$ cat config.mk
export PLATFORM = sky130hd
export DESIGN_NAME = synth_voice_allocator_top
export DESIGN_NICKNAME = d
export VERILOG_FILES = /design/src/sv/svalloc_pkg.sv /design/src/sv/synth_voice_allocator_top.sv /design/src/sv/svalloc_dp.sv /design/src/sv/svalloc_ctrl.sv
export SDC_FILE = /design/constraint.sdc
export NUM_CORES = 2
export LEC_CHECK = 0
export ABC_AREA = 1
export BUFFER_PORTS_ARGS = -buffer_cell sky130_fd_sc_hd__buf_2
export CAP_MARGIN = 20
export CORE_UTILIZATION = 35
export DETAILED_ROUTE_END_ITERATION = 10
export HOLD_SLACK_MARGIN = 0.02
export PLACE_DENSITY_LB_ADDON = 0.15
export SLEW_MARGIN = 5
export SYNTH_ARGS = -nofsm -noshare
export SYNTH_HDL_FRONTEND = slang
export SYNTH_HIERARCHICAL = 1
export SYNTH_SLANG_ARGS = --single-unit
$ cat constraint.sdc
create_clock -name clk -period 13.1 [get_ports clk]
set_input_delay 0.655 -clock clk [delete_from_list [all_inputs] [get_ports clk]]
set_output_delay 0.655 -clock clk [all_outputs]
set_load 0.05 [all_outputs]
$ cat src/sv/svalloc_pkg.sv
package svalloc_pkg;

    localparam int NUM_VOICES_DEF  = 16;
    localparam int STACK_DEPTH_DEF = 16;
    localparam int MAX_CMDS        = 32;
    localparam int CNT_W           = 7;
    localparam int OP_W            = 4;

    // input function codes
    localparam logic [2:0] FN_NOTE_ON  = 3'd0;
    localparam logic [2:0] FN_NOTE_OFF = 3'd1;
    localparam logic [2:0] FN_MPE_ON   = 3'd2;
    localparam logic [2:0] FN_MPE_OFF  = 3'd3;
    localparam logic [2:0] FN_FINISHED = 3'd4;
    localparam logic [2:0] FN_ALL_OFF  = 3'd5;

    // result actions
    localparam logic [1:0] ACTION_START   = 2'd0;
    localparam logic [1:0] ACTION_RETUNE  = 2'd1;
    localparam logic [1:0] ACTION_RELEASE = 2'd2;
    localparam logic [1:0] ACTION_FREE    = 2'd3;

    // register indexes
    localparam logic [1:0] REG_SYNTH_MODE   = 2'd0;
    localparam logic [1:0] REG_VOICE_MODE   = 2'd1;
    localparam logic [1:0] REG_UNISON_COUNT = 2'd2;

    localparam logic [1:0] VM_MONO   = 2'd1;
    localparam logic [1:0] VM_LEGATO = 2'd2;

    // datapath operations
    localparam logic [OP_W-1:0] OP_SCAN   = 4'd0;
    localparam logic [OP_W-1:0] OP_FIND   = 4'd1;
    localparam logic [OP_W-1:0] OP_STK_RM = 4'd2;
    localparam logic [OP_W-1:0] OP_PUSH   = 4'd3;
    localparam logic [OP_W-1:0] OP_TOP    = 4'd4;
    localparam logic [OP_W-1:0] OP_VOFF   = 4'd5;
    localparam logic [OP_W-1:0] OP_CLR    = 4'd6;
    localparam logic [OP_W-1:0] OP_FLUSH  = 4'd7;

    // what a scan does on a matching voice
    localparam logic [1:0] SA_NONE   = 2'd0;
    localparam logic [1:0] SA_FREE   = 2'd1;
    localparam logic [1:0] SA_REL    = 2'd2;
    localparam logic [1:0] SA_RETUNE = 2'd3;

    typedef struct packed {
        logic [2:0] func;
        logic [6:0] note_number;
        logic [6:0] note_velocity;
        logic [4:0] midi_channel;
        logic       finished_pool;
        logic [3:0] finished_voice;
    } in_item_t;

    typedef struct packed {
        logic [1:0] action;
        logic       pool_sel;
        logic [3:0] voice_slot;
        logic [6:0] out_note;
        logic [6:0] out_velocity;
        logic [3:0] unison_slot;
        logic [4:0] unison_size;
        logic       last_cmd;
    } out_item_t;

    typedef struct packed {
        logic             go;
        logic             load;
        logic [OP_W-1:0]  op;
        logic             pool;
        logic             c_use;
        logic             c_act;
        logic             c_note;
        logic             c_chan;
        logic             first;
        logic [1:0]       sact;
        logic [CNT_W-1:0] uslot;
        logic [CNT_W-1:0] usize;
        logic             set_chan;
    } dp_cmd_t;

    typedef struct packed {
        logic             done;
        logic             found;
        logic             stack_nonempty;
        logic [2:0]       func;
        logic             synth_mode;
        logic [1:0]       voice_mode;
        logic [CNT_W-1:0] uni_n;
        logic             chan_ok;
    } dp_stat_t;

endpackage

$ cat src/sv/synth_voice_allocator_top.sv
// polyphonic voice allocator: one note event in on start (taken while busy is low), a
// burst of voice commands out, each shown for a single cycle on result with
// result_strobe high. the receiver cannot stall, so every strobed command must be
// captured in that cycle; the final command of an event has last_cmd set, and
// events that cause nothing produce no strobe at all. an event takes a decode step
// plus one pass per voice scan: each scan or voice search walks the pool one voice
// a cycle, and the note stack search and shift walks one entry a cycle.
// configuration writes are only taken while busy is low
module synth_voice_allocator_top #(
    parameter int NUM_VOICES  = svalloc_pkg::NUM_VOICES_DEF,
    parameter int STACK_DEPTH = svalloc_pkg::STACK_DEPTH_DEF
) (
    input  logic                   clk,
    input  logic                   rst_n,
    input  logic                   start,
    output logic                   busy,
    input  svalloc_pkg::in_item_t  request,
    output svalloc_pkg::out_item_t result,
    output logic                   result_strobe,
    input  logic                   cfg_valid,
    output logic                   cfg_ready,
    input  logic [1:0]             cfg_index,
    input  logic [4:0]             cfg_data
);
    import svalloc_pkg::*;

    dp_cmd_t  cmd;
    dp_stat_t stat;

    // writes are held off while an event is in flight
    assign cfg_ready = !busy;

    // sequencer: walks the steps of each event kind
    svalloc_ctrl u_ctrl (
        .clk   (clk),
        .rst_n (rst_n),
        .start (start),
        .busy  (busy),
        .cmd   (cmd),
        .stat  (stat)
    );

    // voice tables, note stack, registers and the command output stage
    svalloc_dp #(
        .NV (NUM_VOICES),
        .SD (STACK_DEPTH)
    ) u_dp (
        .clk           (clk),
        .rst_n         (rst_n),
        .cmd           (cmd),
        .stat          (stat),
        .cfg_we        (cfg_valid & cfg_ready),
        .cfg_idx       (cfg_index),
        .cfg_data      (cfg_data),
        .request       (request),
        .result        (result),
        .result_strobe (result_strobe)
    );

endmodule

$ cat src/sv/svalloc_dp.sv
module svalloc_dp #(
    parameter int NV = 16,
    parameter int SD = 16
) (
    input  logic                  clk,
    input  logic                  rst_n,
    input  svalloc_pkg::dp_cmd_t  cmd,
    output svalloc_pkg::dp_stat_t stat,
    input  logic                  cfg_we,
    input  logic [1:0]            cfg_idx,
    input  logic [4:0]            cfg_data,
    input  svalloc_pkg::in_item_t request,
    output svalloc_pkg::out_item_t result,
    output logic                  result_strobe
);
    import svalloc_pkg::*;

    localparam int IW   = (NV > 1) ? $clog2(NV) : 1;
    localparam int ALLV = 2 * NV;
    localparam int KW   = $clog2(ALLV);
    localparam int CW   = $clog2(NV + 1);
    localparam int SIW  = (SD > 1) ? $clog2(SD) : 1;
    localparam int SCW  = $clog2(SD + 1);

    logic [ALLV-1:0] in_use_reg;
    logic [ALLV-1:0] active_reg;
    logic [6:0]      note_reg [ALLV];
    logic [31:0]     age_reg  [ALLV];
    logic [4:0]      chan_reg [NV];
    logic [31:0]     age_cnt_reg;
    logic [6:0]      held_mem [SD];
    logic [SCW-1:0]  held_cnt_reg;
    logic [6:0]      held_vel_reg;

    logic            synth_mode_reg;
    logic [1:0]      voice_mode_reg;
    logic [4:0]      unison_reg;

    in_item_t        req_reg;
    logic [6:0]      wnote_reg;
    logic [6:0]      wvel_reg;

    dp_cmd_t         scmd_reg;
    logic            run_reg;
    logic [CW-1:0]   cnt_reg;
    logic            phase_reg;
    logic            found_reg;
    logic            done_reg;
    logic [IW-1:0]   best_reg;
    logic [31:0]     best_age_reg;
    logic            have_reg;
    logic [SCW-1:0]  sj_reg;

    out_item_t       pend_reg;
    logic            pend_v_reg;
    out_item_t       res_reg;
    logic            strobe_reg;
    logic [5:0]      ecnt_reg;

    function automatic logic [KW-1:0] k_of(input logic pool, input logic [IW-1:0] idx);
        k_of = pool ? (KW'(NV) + KW'(idx)) : KW'(idx);
    endfunction

    logic [IW-1:0]   idx;
    logic [KW-1:0]   k;
    logic            scan_end;
    logic            match;
    logic            start_go;
    logic [IW-1:0]   sidx;
    logic [KW-1:0]   ks;
    logic            older;
    logic [SCW-1:0]  sj_inc;
    logic [SCW-1:0]  top_idx;
    logic            hw_en;
    logic [SIW-1:0]  hw_idx;
    logic [6:0]      hw_data;
    logic            gen;
    out_item_t       gen_item;
    logic            flush;
    logic [KW-1:0]   kf;
    logic [CNT_W-1:0] uni_n;

    always_comb
    begin
        idx      = cnt_reg[IW-1:0];
        k        = k_of(scmd_reg.pool, idx);
        scan_end = (cnt_reg == CW'(NV));
        match    = 1'b0;
        older    = 1'b0;
        start_go = 1'b0;
        sidx     = best_reg;
        if (!scan_end)
        begin
            match = (!scmd_reg.c_use  || in_use_reg[k])
                 && (!scmd_reg.c_act  || active_reg[k])
                 && (!scmd_reg.c_note || (note_reg[k] == wnote_reg))
                 && (!scmd_reg.c_chan || (chan_reg[idx] == req_reg.midi_channel));
            older = !have_reg || (age_reg[k] < best_age_reg);
            if (!in_use_reg[k])
            begin
                start_go = 1'b1;
                sidx     = idx;
            end
        end
        else
        begin
            start_go = 1'b1;
        end
        ks      = k_of(scmd_reg.pool, sidx);
        sj_inc  = sj_reg + 1'b1;
        top_idx = held_cnt_reg - 1'b1;
        kf      = k_of(req_reg.finished_pool, IW'(req_reg.finished_voice));

        if (unison_reg == 5'd0)
            uni_n = CNT_W'(1);
        else if (32'(unison_reg) > NV)
            uni_n = CNT_W'(NV);
        else
            uni_n = CNT_W'(unison_reg);

        // stack write port: shift down or push
        hw_en   = 1'b0;
        hw_idx  = sj_reg[SIW-1:0];
        hw_data = held_mem[sj_inc[SIW-1:0]];
        if (run_reg && (scmd_reg.op == OP_STK_RM) && phase_reg && (sj_inc < held_cnt_reg))
            hw_en = 1'b1;
        if (run_reg && (scmd_reg.op == OP_PUSH) && (held_cnt_reg < SCW'(SD)))
        begin
            hw_en   = 1'b1;
            hw_idx  = held_cnt_reg[SIW-1:0];
            hw_data = wnote_reg;
        end

        // command generation
        gen      = 1'b0;
        gen_item = '0;
        gen_item.unison_size = 5'd1;
        gen_item.pool_sel    = scmd_reg.pool;
        if (run_reg && (scmd_reg.op == OP_SCAN) && match && (scmd_reg.sact != SA_NONE))
        begin
            gen = 1'b1;
            gen_item.voice_slot = 4'(idx);
            gen_item.out_note   = note_reg[k];
            case (scmd_reg.sact)
                SA_FREE:   gen_item.action = ACTION_FREE;
                SA_REL:    gen_item.action = ACTION_RELEASE;
                SA_RETUNE:
                begin
                    gen_item.action   = ACTION_RETUNE;
                    gen_item.out_note = wnote_reg;
                end
                default:   gen_item.action = ACTION_RELEASE;
            endcase
        end
        if (run_reg && (scmd_reg.op == OP_FIND) && start_go)
        begin
            gen = 1'b1;
            gen_item.action       = ACTION_START;
            gen_item.voice_slot   = 4'(sidx);
            gen_item.out_note     = wnote_reg;
            gen_item.out_velocity = wvel_reg;
            gen_item.unison_slot  = 4'(scmd_reg.uslot);
            gen_item.unison_size  = 5'(scmd_reg.usize);
        end
        flush = run_reg && (scmd_reg.op == OP_FLUSH);
    end

    always_ff @(posedge clk)
    begin
        if (hw_en)
            held_mem[hw_idx] <= hw_data;
    end

    always_ff @(posedge clk or negedge rst_n)
    begin
        if (!rst_n)
        begin
            in_use_reg     <= '0;
            active_reg     <= '0;
            for (int i = 0; i < ALLV; i++)
            begin
                note_reg[i] <= '0;
                age_reg[i]  <= '0;
            end
            for (int i = 0; i < NV; i++)
                chan_reg[i] <= '0;
            age_cnt_reg    <= '0;
            held_cnt_reg   <= '0;
            held_vel_reg   <= '0;
            synth_mode_reg <= 1'b0;
            voice_mode_reg <= 2'd0;
            unison_reg     <= 5'd1;
            run_reg        <= 1'b0;
            done_reg       <= 1'b0;
            found_reg      <= 1'b0;
            cnt_reg        <= '0;
            phase_reg      <= 1'b0;
            have_reg       <= 1'b0;
            sj_reg         <= '0;
            scmd_reg       <= '0;
            req_reg        <= '0;
            wnote_reg      <= '0;
            wvel_reg       <= '0;
            best_reg       <= '0;
            best_age_reg   <= '0;
        end
        else
        begin
            done_reg <= 1'b0;
            if (cfg_we)
            begin
                case (cfg_idx)
                    REG_SYNTH_MODE:
                    begin
                        if (cfg_data[0] != synth_mode_reg)
                            held_cnt_reg <= '0;
                        synth_mode_reg <= cfg_data[0];
                    end
                    REG_VOICE_MODE:   voice_mode_reg <= cfg_data[1:0];
                    REG_UNISON_COUNT: unison_reg     <= cfg_data;
                    default:          ;
                endcase
            end
            if (cmd.load)
            begin
                req_reg   <= request;
                wnote_reg <= request.note_number;
                wvel_reg  <= request.note_velocity;
            end
            if (cmd.go)
            begin
                scmd_reg  <= cmd;
                run_reg   <= 1'b1;
                cnt_reg   <= '0;
                phase_reg <= 1'b0;
                found_reg <= 1'b0;
                have_reg  <= 1'b0;
                sj_reg    <= '0;
            end
            else if (run_reg)
            begin
                case (scmd_reg.op)
                    OP_SCAN:
                    begin
                        if (scan_end)
                        begin
                            run_reg  <= 1'b0;
                            done_reg <= 1'b1;
                        end
                        else
                        begin
                            if (match)
                            begin
                                found_reg <= 1'b1;
                                if (scmd_reg.sact == SA_FREE)
                                    in_use_reg[k] <= 1'b0;
                                if (scmd_reg.sact == SA_RETUNE)
                                    note_reg[k] <= wnote_reg;
                            end
                            if (match && scmd_reg.first)
                            begin
                                run_reg  <= 1'b0;
                                done_reg <= 1'b1;
                            end
                            else
                                cnt_reg <= cnt_reg + 1'b1;
                        end
                    end
                    OP_FIND:
                    begin
                        if (start_go)
                        begin
                            in_use_reg[ks] <= 1'b1;
                            active_reg[ks] <= 1'b1;
                            note_reg[ks]   <= wnote_reg;
                            age_reg[ks]    <= age_cnt_reg;
                            age_cnt_reg    <= age_cnt_reg + 1'b1;
                            if (scmd_reg.set_chan)
                                chan_reg[sidx] <= req_reg.midi_channel;
                            run_reg  <= 1'b0;
                            done_reg <= 1'b1;
                        end
                        else
                        begin
                            if (older)
                            begin
                                best_reg     <= idx;
                                best_age_reg <= age_reg[k];
                                have_reg     <= 1'b1;
                            end
                            cnt_reg <= cnt_reg + 1'b1;
                        end
                    end
                    OP_STK_RM:
                    begin
                        if (!phase_reg)
                        begin
                            if (sj_reg >= held_cnt_reg)
                            begin
                                run_reg  <= 1'b0;
                                done_reg <= 1'b1;
                            end
                            else if (held_mem[sj_reg[SIW-1:0]] == wnote_reg)
                                phase_reg <= 1'b1;
                            else
                                sj_reg <= sj_inc;
                        end
                        else if (sj_inc < held_cnt_reg)
                            sj_reg <= sj_inc;
                        else
                        begin
                            held_cnt_reg <= held_cnt_reg - 1'b1;
                            run_reg      <= 1'b0;
                            done_reg     <= 1'b1;
                        end
                    end
                    OP_PUSH:
                    begin
                        if (held_cnt_reg < SCW'(SD))
                            held_cnt_reg <= held_cnt_reg + 1'b1;
                        held_vel_reg <= wvel_reg;
                        run_reg      <= 1'b0;
                        done_reg     <= 1'b1;
                    end
                    OP_TOP:
                    begin
                        wnote_reg <= held_mem[top_idx[SIW-1:0]];
                        wvel_reg  <= held_vel_reg;
                        run_reg   <= 1'b0;
                        done_reg  <= 1'b1;
                    end
                    OP_VOFF:
                    begin
                        if (32'(req_reg.finished_voice) < NV)
                        begin
                            in_use_reg[kf] <= 1'b0;
                            active_reg[kf] <= 1'b0;
                        end
                        run_reg  <= 1'b0;
                        done_reg <= 1'b1;
                    end
                    OP_CLR:
                    begin
                        held_cnt_reg <= '0;
                        run_reg      <= 1'b0;
                        done_reg     <= 1'b1;
                    end
                    default:
                    begin
                        run_reg  <= 1'b0;
                        done_reg <= 1'b1;
                    end
                endcase
            end
        end
    end

    // one command held back so the final one of an item can be marked
    always_ff @(posedge clk or negedge rst_n)
    begin
        if (!rst_n)
        begin
            pend_v_reg <= 1'b0;
            strobe_reg <= 1'b0;
            ecnt_reg   <= '0;
        end
        else
        begin
            strobe_reg <= 1'b0;
            if (cmd.load)
                ecnt_reg <= '0;
            if (gen && (ecnt_reg < 6'(MAX_CMDS)))
            begin
                if (pend_v_reg)
                begin
                    res_reg    <= pend_reg;
                    strobe_reg <= 1'b1;
                end
                pend_reg   <= gen_item;
                pend_v_reg <= 1'b1;
                ecnt_reg   <= ecnt_reg + 1'b1;
            end
            else if (flush && pend_v_reg)
            begin
                res_reg          <= pend_reg;
                res_reg.last_cmd <= 1'b1;
                strobe_reg       <= 1'b1;
                pend_v_reg       <= 1'b0;
            end
        end
    end

    always_comb
    begin
        stat.done           = done_reg;
        stat.found          = found_reg;
        stat.stack_nonempty = (held_cnt_reg != '0);
        stat.func           = req_reg.func;
        stat.synth_mode     = synth_mode_reg;
        stat.voice_mode     = voice_mode_reg;
        stat.uni_n          = uni_n;
        stat.chan_ok        = (req_reg.midi_channel >= 5'd2) && (req_reg.midi_channel <= 5'd16);
    end

    assign result        = res_reg;
    assign result_strobe = strobe_reg;

endmodule

$ cat src/sv/svalloc_ctrl.sv
module svalloc_ctrl (
    input  logic                  clk,
    input  logic                  rst_n,
    input  logic                  start,
    output logic                  busy,
    output svalloc_pkg::dp_cmd_t  cmd,
    input  svalloc_pkg::dp_stat_t stat
);
    import svalloc_pkg::*;

    localparam logic [4:0] S_IDLE       = 5'd0;
    localparam logic [4:0] S_DECODE     = 5'd1;
    localparam logic [4:0] S_FM_SCAN    = 5'd2;
    localparam logic [4:0] S_FM_START   = 5'd3;
    localparam logic [4:0] S_STK_RM     = 5'd4;
    localparam logic [4:0] S_STK_PUSH   = 5'd5;
    localparam logic [4:0] S_GATE       = 5'd6;
    localparam logic [4:0] S_RETUNE     = 5'd7;
    localparam logic [4:0] S_FREE_ALL   = 5'd8;
    localparam logic [4:0] S_MONO_START = 5'd9;
    localparam logic [4:0] S_POLY_FREE  = 5'd10;
    localparam logic [4:0] S_POLY_START = 5'd11;
    localparam logic [4:0] S_OFF_RM     = 5'd12;
    localparam logic [4:0] S_OFF_TOP    = 5'd13;
    localparam logic [4:0] S_FM_REL     = 5'd14;
    localparam logic [4:0] S_MONO_REL   = 5'd15;
    localparam logic [4:0] S_POLY_REL   = 5'd16;
    localparam logic [4:0] S_MPE_FREE   = 5'd17;
    localparam logic [4:0] S_MPE_START  = 5'd18;
    localparam logic [4:0] S_MPE_REL    = 5'd19;
    localparam logic [4:0] S_VOFF       = 5'd20;
    localparam logic [4:0] S_CLR        = 5'd21;
    localparam logic [4:0] S_ALL0       = 5'd22;
    localparam logic [4:0] S_ALL1       = 5'd23;
    localparam logic [4:0] S_FLUSH      = 5'd24;

    logic [4:0]       state_reg;
    logic [4:0]       state_next;
    logic [4:0]       decode_next;
    logic             wait_reg;
    logic [CNT_W-1:0] uni_reg;
    logic             mono;
    logic             issue;

    assign mono  = (stat.voice_mode == VM_MONO) || (stat.voice_mode == VM_LEGATO);
    assign busy  = (state_reg != S_IDLE);
    assign issue = (state_reg != S_IDLE) && (state_reg != S_DECODE) && !wait_reg;

    always_comb
    begin
        case (stat.func)
            FN_NOTE_ON:  decode_next = stat.synth_mode ? S_FM_SCAN :
                                       (mono ? S_STK_RM : S_POLY_FREE);
            FN_NOTE_OFF: decode_next = stat.synth_mode ? S_FM_REL :
                                       (mono ? S_OFF_RM : S_POLY_REL);
            FN_MPE_ON:   decode_next = stat.chan_ok ? S_MPE_FREE : S_FLUSH;
            FN_MPE_OFF:  decode_next = stat.chan_ok ? S_MPE_REL : S_FLUSH;
            FN_FINISHED: decode_next = S_VOFF;
            FN_ALL_OFF:  decode_next = S_CLR;
            default:     decode_next = S_FLUSH;
        endcase
    end

    always_comb
    begin
        cmd       = '0;
        cmd.usize = CNT_W'(1);
        cmd.load  = start && (state_reg == S_IDLE);
        cmd.go    = issue;
        cmd.op    = OP_SCAN;
        state_next = S_FLUSH;
        case (state_reg)
            S_FM_SCAN:
            begin
                cmd.pool = 1'b1; cmd.c_use = 1'b1; cmd.c_act = 1'b1; cmd.c_note = 1'b1;
                cmd.first = 1'b1; cmd.sact = SA_FREE;
                state_next = S_FM_START;
            end
            S_FM_START:
            begin
                cmd.op = OP_FIND; cmd.pool = 1'b1;
            end
            S_STK_RM:
            begin
                cmd.op = OP_STK_RM;
                state_next = S_STK_PUSH;
            end
            S_STK_PUSH:
            begin
                cmd.op = OP_PUSH;
                state_next = S_GATE;
            end
            S_GATE:
            begin
                cmd.c_use = 1'b1; cmd.c_act = 1'b1; cmd.first = 1'b1; cmd.sact = SA_NONE;
                state_next = ((stat.voice_mode == VM_LEGATO) && stat.found) ?
                             S_RETUNE : S_FREE_ALL;
            end
            S_RETUNE:
            begin
                cmd.c_use = 1'b1; cmd.first = 1'b1; cmd.sact = SA_RETUNE;
            end
            S_FREE_ALL:
            begin
                cmd.c_use = 1'b1; cmd.sact = SA_FREE;
                state_next = S_MONO_START;
            end
            S_MONO_START, S_MPE_START:
            begin
                cmd.op = OP_FIND;
                cmd.set_chan = (state_reg == S_MPE_START);
            end
            S_POLY_FREE:
            begin
                cmd.c_use = 1'b1; cmd.c_note = 1'b1; cmd.sact = SA_FREE;
                state_next = S_POLY_START;
            end
            S_POLY_START:
            begin
                cmd.op = OP_FIND; cmd.uslot = uni_reg; cmd.usize = stat.uni_n;
                state_next = ((uni_reg + 1'b1) < stat.uni_n) ? S_POLY_START : S_FLUSH;
            end
            S_OFF_RM:
            begin
                cmd.op = OP_STK_RM;
                state_next = stat.stack_nonempty ? S_OFF_TOP : S_MONO_REL;
            end
            S_OFF_TOP:
            begin
                cmd.op = OP_TOP;
                state_next = (stat.voice_mode == VM_LEGATO) ? S_RETUNE : S_FREE_ALL;
            end
            S_FM_REL:
            begin
                cmd.pool = 1'b1; cmd.c_use = 1'b1; cmd.c_act = 1'b1; cmd.c_note = 1'b1;
                cmd.first = 1'b1; cmd.sact = SA_REL;
            end
            S_MONO_REL:
            begin
                cmd.c_use = 1'b1; cmd.first = 1'b1; cmd.sact = SA_REL;
            end
            S_POLY_REL:
            begin
                cmd.c_use = 1'b1; cmd.c_note = 1'b1; cmd.sact = SA_REL;
            end
            S_MPE_FREE:
            begin
                cmd.c_use = 1'b1; cmd.c_chan = 1'b1; cmd.first = 1'b1; cmd.sact = SA_FREE;
                state_next = S_MPE_START;
            end
            S_MPE_REL:
            begin
                cmd.c_use = 1'b1; cmd.c_chan = 1'b1; cmd.c_note = 1'b1;
                cmd.first = 1'b1; cmd.sact = SA_REL;
            end
            S_VOFF:
            begin
                cmd.op = OP_VOFF;
            end
            S_CLR:
            begin
                cmd.op = OP_CLR;
                state_next = S_ALL0;
            end
            S_ALL0, S_ALL1:
            begin
                cmd.pool = (state_reg == S_ALL1); cmd.c_use = 1'b1; cmd.c_act = 1'b1;
                cmd.sact = SA_REL;
                state_next = (state_reg == S_ALL0) ? S_ALL1 : S_FLUSH;
            end
            S_FLUSH:
            begin
                cmd.op = OP_FLUSH;
                state_next = S_IDLE;
            end
            default:
            begin
                cmd.go = 1'b0;
                state_next = S_IDLE;
            end
        endcase
    end

    always_ff @(posedge clk or negedge rst_n)
    begin
        if (!rst_n)
        begin
            state_reg <= S_IDLE;
            wait_reg  <= 1'b0;
            uni_reg   <= '0;
        end
        else
        begin
            case (state_reg)
                S_IDLE:
                begin
                    if (start)
                        state_reg <= S_DECODE;
                end
                S_DECODE:
                begin
                    uni_reg   <= '0;
                    state_reg <= decode_next;
                end
                default:
                begin
                    if (issue)
                        wait_reg <= 1'b1;
                    if (stat.done)
                    begin
                        wait_reg  <= 1'b0;
                        state_reg <= state_next;
                        if (state_reg == S_POLY_START)
                            uni_reg <= uni_reg + 1'b1;
                    end
                end
            endcase
        end
    end

endmodule

Word level (Yosys, flattened, before mapping) --
Memories as Yosys holds them, arrays and structs flattened. Cells that the tools add are included.
Storage, ports and cells: register bits after elaboration 1626, memories kept 1, memory bits (writable) 112
Cells by class: mux-type cells 172, order comparisons 22, reduce and logical (&&, ||, !) cells 101, bitwise operators 17, equal/unequal tests 63, add/sub/neg operators 10
Memories:
- u_dp.held_mem | depth 16, bits a word 7, read ports 3, clocked after memory_dff 0, wr ports 1, line svalloc_dp.sv:31 | logic [6:0] held_mem [SD];
Operator list (number):
- 1024-bit bitwise mux | 1
- 224-bit 2-to-1 mux | 4
- 224-bit bitwise mux | 2
- 224-bit case mux with 2 select lines | 1
- 32-bit 2-to-1 mux | 8
- 5-bit 2-to-1 mux | 33
- 32-bit binary-select mux with 5-bit select | 1
- 32-bit demux with 5-bit select | 1
- 7-bit 2-to-1 mux | 17
- 32-bit AND | 3
- 32-bit case mux with 3 select lines | 1
- 31-bit 2-to-1 mux | 3
- 80-bit bitwise mux | 1
- 7-bit demux with 5-bit select | 2
- 5-bit case mux with 13 select lines | 1
- 32-bit inverter | 2
- 32-bit OR | 2
- 32-bit case mux with 2 select lines | 1
- 1-bit 2-to-1 mux | 61
- 5-bit equality test (second input constant) | 10
- 5-bit by 4-bit equality test with 1-bit output (second input constant) | 8
- 4-bit 2-to-1 mux | 9
- 7-bit binary-select mux with 5-bit select | 1
- 32-bit by 1-bit adder with 32-bit output (second input constant) | 1
- 84 further kinds | 211

Longest topological paths before layout --
depth after elaboration 18, gate-level depth with buffers 31, gate-level depth less buffers 22

Modules after synthesis --
Netlist, hierarchy kept.
Modules (own cells, without submodules):
- svalloc_dp | area an instance 81734.6 um^2, cells an instance 9837, instances 1, seq. area each 44033.5 um^2
- svalloc_ctrl | area an instance 1700.4 um^2, cells an instance 285, instances 1, seq. area each 325.3 um^2
- synth_voice_allocator_top | area an instance 13.8 um^2, cells an instance 3, instances 1, seq. area each 0.0 um^2

Worst setup path before layout --
No wires, ideal clock.
kind register -> register, start point register u_dp.cnt_reg[0], end point register u_dp.res_reg (netlist bit u_dp/result[0]) (enable), library setup time 0.429 ns, stages on the path, launching flop included 18, data required time 12.671 ns, period minus slack after synthesis 5.157 ns, setup slack 7.943 ns, data arrival time 4.728 ns, cell sequence dfrtp_1 > buf_6 > inv_4 > buf_4 > buf_6 > buf_4 > buf_2 > clkbuf_1 > clkbuf_1 > clkbuf_1 > ha_1 > nand4_1 > nand2_1 > nand2_1 > clkbuf_1 > nand2_1 > nand3_1 > a21oi_1
Between the ends: word-level cells in the longest chain between the ends 18
RTL lines:
- start, declared | line svalloc_dp.sv:45 | logic [CW-1:0] cnt_reg;
- start signal, assigned | line svalloc_dp.sv:266 | cnt_reg <= cnt_reg + 1'b1;
- start signal, assigned | line svalloc_dp.sv:291 | cnt_reg <= cnt_reg + 1'b1;
- 5-bit by 4-bit adder with 5-bit output | line svalloc_dp.sv:61 | k_of = pool ? (KW'(NV) + KW'(idx)) : KW'(idx);
- 5-bit 2-to-1 mux | line svalloc_dp.sv:61
- 5-bit inverter with 6-bit output (implied by the code) | line svalloc_dp.sv:96 | && (!scmd_reg.c_note || (note_reg[k] == wnote_reg))
- 7-bit binary-select mux with 5-bit select | line svalloc_dp.sv:96
- 7-bit 2-to-1 mux (implied by the code) (2 in series) | line svalloc_dp.sv:96
- 7-bit equality test | line svalloc_dp.sv:96
- 1-bit logical OR | line svalloc_dp.sv:96
- 1-bit logical AND | line svalloc_dp.sv:96
- 1-bit logical AND | line svalloc_dp.sv:97 | && (!scmd_reg.c_chan || (chan_reg[idx] == req_reg.midi_channel));
- 1-bit 2-to-1 mux | line svalloc_dp.sv:92 | if (!scan_end)
- 1-bit logical AND (2 in series) | line svalloc_dp.sv:139 | if (run_reg && (scmd_reg.op == OP_SCAN) && match && (scmd_reg.sact != SA_NONE))
- 1-bit 2-to-1 mux | line svalloc_dp.sv:139
- 1-bit 2-to-1 mux * | line svalloc_dp.sv:155 | if (run_reg && (scmd_reg.op == OP_FIND) && start_go)
- 1-bit logical AND * | line svalloc_dp.sv:372 | if (gen && (ecnt_reg < 6'(MAX_CMDS)))
- 2-bit by 1-bit != test with 1-bit output (no source line) / 2-bit nonzero test (equally long branches)
- 3-bit AND reduction (no source line) *
- end signal, assigned | line svalloc_dp.sv:376 | res_reg <= pend_reg;
- end signal, assigned | line svalloc_dp.sv:385 | res_reg <= pend_reg;
- end, declared | line svalloc_dp.sv:56 | out_item_t res_reg;
Mark *: on every way between the ends. The rest lies on a longest branch, timed or not. The select of a mux whose other input is x is not followed. A chain may end at the register's enable or synchronous reset.

Worst setup path in the final report --
start point register u_dp.cnt_reg[2], end point register u_dp.in_use_reg[13]
Between the ends: word-level cells in the longest chain between the ends 15
RTL lines:
- 5-bit by 4-bit adder with 5-bit output | line svalloc_dp.sv:61
- 5-bit 2-to-1 mux | line svalloc_dp.sv:61
- 1-bit binary-select mux with 5-bit select | line svalloc_dp.sv:94, svalloc_dp.sv:99
- 1-bit 2-to-1 mux (implied by the code) | line svalloc_dp.sv:94, svalloc_dp.sv:99
- 4-bit 2-to-1 mux | line svalloc_dp.sv:99 | if (!in_use_reg[k])
- 4-bit 2-to-1 mux | line svalloc_dp.sv:92
- 5-bit by 4-bit adder with 5-bit output | line svalloc_dp.sv:61
- 5-bit 2-to-1 mux | line svalloc_dp.sv:61
- 5-bit by 6-bit < comparator with 1-bit output (implied by the code) / 5-bit by 1-bit >= comparator with 1-bit output (equally long branches) | line svalloc_dp.sv:273 | in_use_reg[ks] <= 1'b1;
- 1-bit logical AND (implied by the code) | line svalloc_dp.sv:273
- 1-bit 2-to-1 mux (implied by the code) | line svalloc_dp.sv:273
- 1-bit demux with 5-bit select
- 32-bit OR (no source line)
- 32-bit 2-to-1 mux | line svalloc_dp.sv:271 | if (start_go)
- 32-bit case mux with 3 select lines | line svalloc_dp.sv:242 | case (scmd_reg.op)
- end signal, assigned by index | line svalloc_dp.sv:256 | in_use_reg[k] <= 1'b0;
- end signal, assigned by index | line svalloc_dp.sv:273
- end signal, assigned by index | line svalloc_dp.sv:336 | in_use_reg[kf] <= 1'b0;
- end, declared | line svalloc_dp.sv:25 | logic [ALLV-1:0] in_use_reg;
Parallel ways exist; a longest one is shown, timed or not. The select of a mux whose other input is x is not followed.

==> key figures <==
Floorplanning
  • Number of top-level pins: 72
  • Area of the die: 0.240 mm2
  • Die Ht: 490 um
  • Core Footprint: 0.236 mm2
  • Die X-Extent: 490 um
  • Initial Util: 0.353
  • Rows: 178

Global route
  • Initial antenna violation count: 15
  • Number of global-route vias before repair: 69914
  • GRT Overall Usage: 0.251
  • Pin count of the biggest net entering global routing: 225
  • First-pass GRT wire length: 464000 um
  • Global route overflow: 0

Cells and area
  • Final Instance Area: 0.0930 mm2
  • Most common library cell in the layout ignoring fill and taps: sky130_fd_sc_hd__nand2_1
  • Synthesis-to-layout area growth: 11.5%
  • Final instance count without filler cells: 13065
  • Register area: 0.0444 mm2
  • Filler instances: 23911
  • Share of layout cells above drive strength 1: 0.0694
  • Multi-input gate area in the final layout: 0.0345 mm2
  • Final net count: 9854
  • Max FFs per register: 1024
  • Most frequent cells in the layout: sky130_fd_sc_hd__nand2_1 (2408), sky130_fd_sc_hd__o21ai_0 (1999), sky130_fd_sc_hd__dfrtp_1 (1553)

Drt
  • DRC violation total after the first TritonRoute iteration: 7931
  • Routed via count: 73078
  • Residual DRC: 0
  • Vias per cell: 5.59
  • Wire length reported by the detailed router: 308000 um
  • Pre-antenna DRT Iters: 8
  • ANT nets after route: 0
  • Post-detailed-route wirelength per cell: 23.6 um

Pwr
  • Leakage power of the design: 0.0414 uW
  • Net switching power: 7140 uW
  • Sw Ratio: 0.404
  • Final total power: 17700 uW
  • Internal power summed over all cells: 10500 uW
  • P per Cell Area: 190 mW/mm2
  • Part of the power in registers: 0.333
  • Comb power frac: 0.346
  • Maximum vdd drop: 0.207 mV
  • Clock group share of total power: 0.321

Critical path
  • Data arrival time at the worst-slack endpoint: 7150 ps
  • Req. time, crit path: 13820 ps
  • Critical path startpoint category: flop
  • Type of the worst setup path: reg2reg
  • Highest net fanout along the worst path: 36
  • Kind of end point of the critical path: flop

Job
  • Max-cap viol count: 0

STA
  • Sum of negative setup slack: 0 ps
  • Top achievable clock speed: 156 MHz
  • Final period demand of the worst path: 6430 ps
  • Transition time of the tightest slew-check pin: 1330 ps
  • Largest clock skew in the final design: 75.6 ps
  • Pins over their slew limit: 0
  • Final hold viol count: 0
  • Relative slew slack: 0.116
  • Final WS setup: 6670 ps
  • Final worst-path cycle share: 0.491
  • RSZ-0062 raised after global routing: no
  • Setup violations, final: 0

Synth
  • Mean instance size in the synthesized netlist: 8.24 um2
  • Yosys warnings: 6
  • Synth Instances: 10120
  • Post-synthesis cell area: 0.0834 mm2

Clock tree
  • Buffer depth of the longest clock path: 3
  • Cts bufs inserted: 199
  • Clock latency on the worst-skew pair: 860 ps
  • CTS tree: yes
  • Clock slew at the register clock pins of the worst setup and hold paths: 60 ps
  • Number of buffers added for setup after CTS: 0
  • Clk Tree Root Cell: sky130_fd_sc_hd__clkbuf_16
  • Number of clock sinks: 1738
  • H-tree depth: 4

Run status
  • Run status: finished, final reports clean

Placement
  • GP Congestion: 0.849
  • DP Worst Slack: 6880 ps
  • Total cell area at the placement stage: 0.0861 mm2
  • DP Wirelength: 175000 um
  • Count of input and output buffers: 71
  • Number of cells after detailed placement: 12689

Worst hold path
  • Worst Hold Class: in2reg
-- path summary, 6_finish.rpt --
path                                       end  depth (start not counted)               from  slack, ps
setup / recovery           u_dp/in_use_reg[13]                         19    u_dp/cnt_reg[2]       6670
hold / removal              u_dp/unison_reg[4]                          3        cfg_data[4]         80
setup reg to reg           u_dp/in_use_reg[13]                         19    u_dp/cnt_reg[2]       6670
hold reg to reg                u_dp/result[20]                          0  u_dp/pend_reg[20]        420
max in group asynchronous   u_dp/note_reg[118]                          5              rst_n       9570
min in group asynchronous    u_dp/age_reg[656]                          2              rst_n        330
-- stage by stage --
step,hold WS (ps),util
3_5_place_dp,407,0.365
3_3_place_gp,410,0.364
6_report,75.3,0.394
4_1_cts,23.2,0.393
2_1_floorplan,359,-
5_1_grt,50.4,0.394
-- layer usage --
| metal | part of all wire | vias up | global-route usage |
|---|---|---|---|
| met5 | 0.00010 | - | 0 |
| met4 | 0.036 | 4 | 0.0884 |
| met3 | 0.066 | 536 | 0.0364 |
| met2 | 0.44 | 2783 | 0.383 |
| met1 | 0.46 | 36226 | 0.362 |
| li1 | - | 33529 | - |
-- power groups by stage --
stage | combinational [uW] | clock, uW | sequential [uW]
2_1_floorplan | 4020 | 0 | 5820
3_3_place_gp | 6040 | 0 | 5980
3_5_place_dp | 6040 | 0 | 5980
4_1_cts | 6050 | 5790 | 5880
5_1_grt | 6650 | 5990 | 5900
6_report | 6120 | 5670 | 5890
-- repair_timing --
item	CTS	global route
resized for setup	0	0
hold endpoints to repair	74	0
hold buffers	5	0
-- area by class of cell --
| cell class | count | area share |
|---|---|---|
| diodes | 5 | 0.000134 |
| repair buffers | 233 | 0.0211 |
| clock buffers | 298 | 0.0628 |
| inverters | 434 | 0.0178 |
| well taps | 3150 | 0.0424 |
| flip-flops and latches | 1738 | 0.477 |
| multi-input cells | 7151 | 0.371 |
| clock inverters | 56 | 0.00804 |
-- critical path: stages, from the launching register on --
cell and delay [ps]:
sky130_fd_sc_hd__dfrtp_1 630, sky130_fd_sc_hd__inv_2 480, sky130_fd_sc_hd__nand2_1 270, sky130_fd_sc_hd__nor2_4 900, sky130_fd_sc_hd__buf_4 640, sky130_fd_sc_hd__nand2_1 140
sky130_fd_sc_hd__nand2_1 90, sky130_fd_sc_hd__nor2_1 50, sky130_fd_sc_hd__nand4_1 70, sky130_fd_sc_hd__nand2_1 80, sky130_fd_sc_hd__nor2_1 120, sky130_fd_sc_hd__nand2_1 90
sky130_fd_sc_hd__o21ai_2 290, sky130_fd_sc_hd__nand2_1 220, sky130_fd_sc_hd__nand2_2 100, sky130_fd_sc_hd__buf_4 510, sky130_fd_sc_hd__nand3_4 580, sky130_fd_sc_hd__inv_2 720
sky130_fd_sc_hd__o21ai_0 200, sky130_fd_sc_hd__nand2_1 100
No activity file was read; power rests on OpenSTA's default activity.
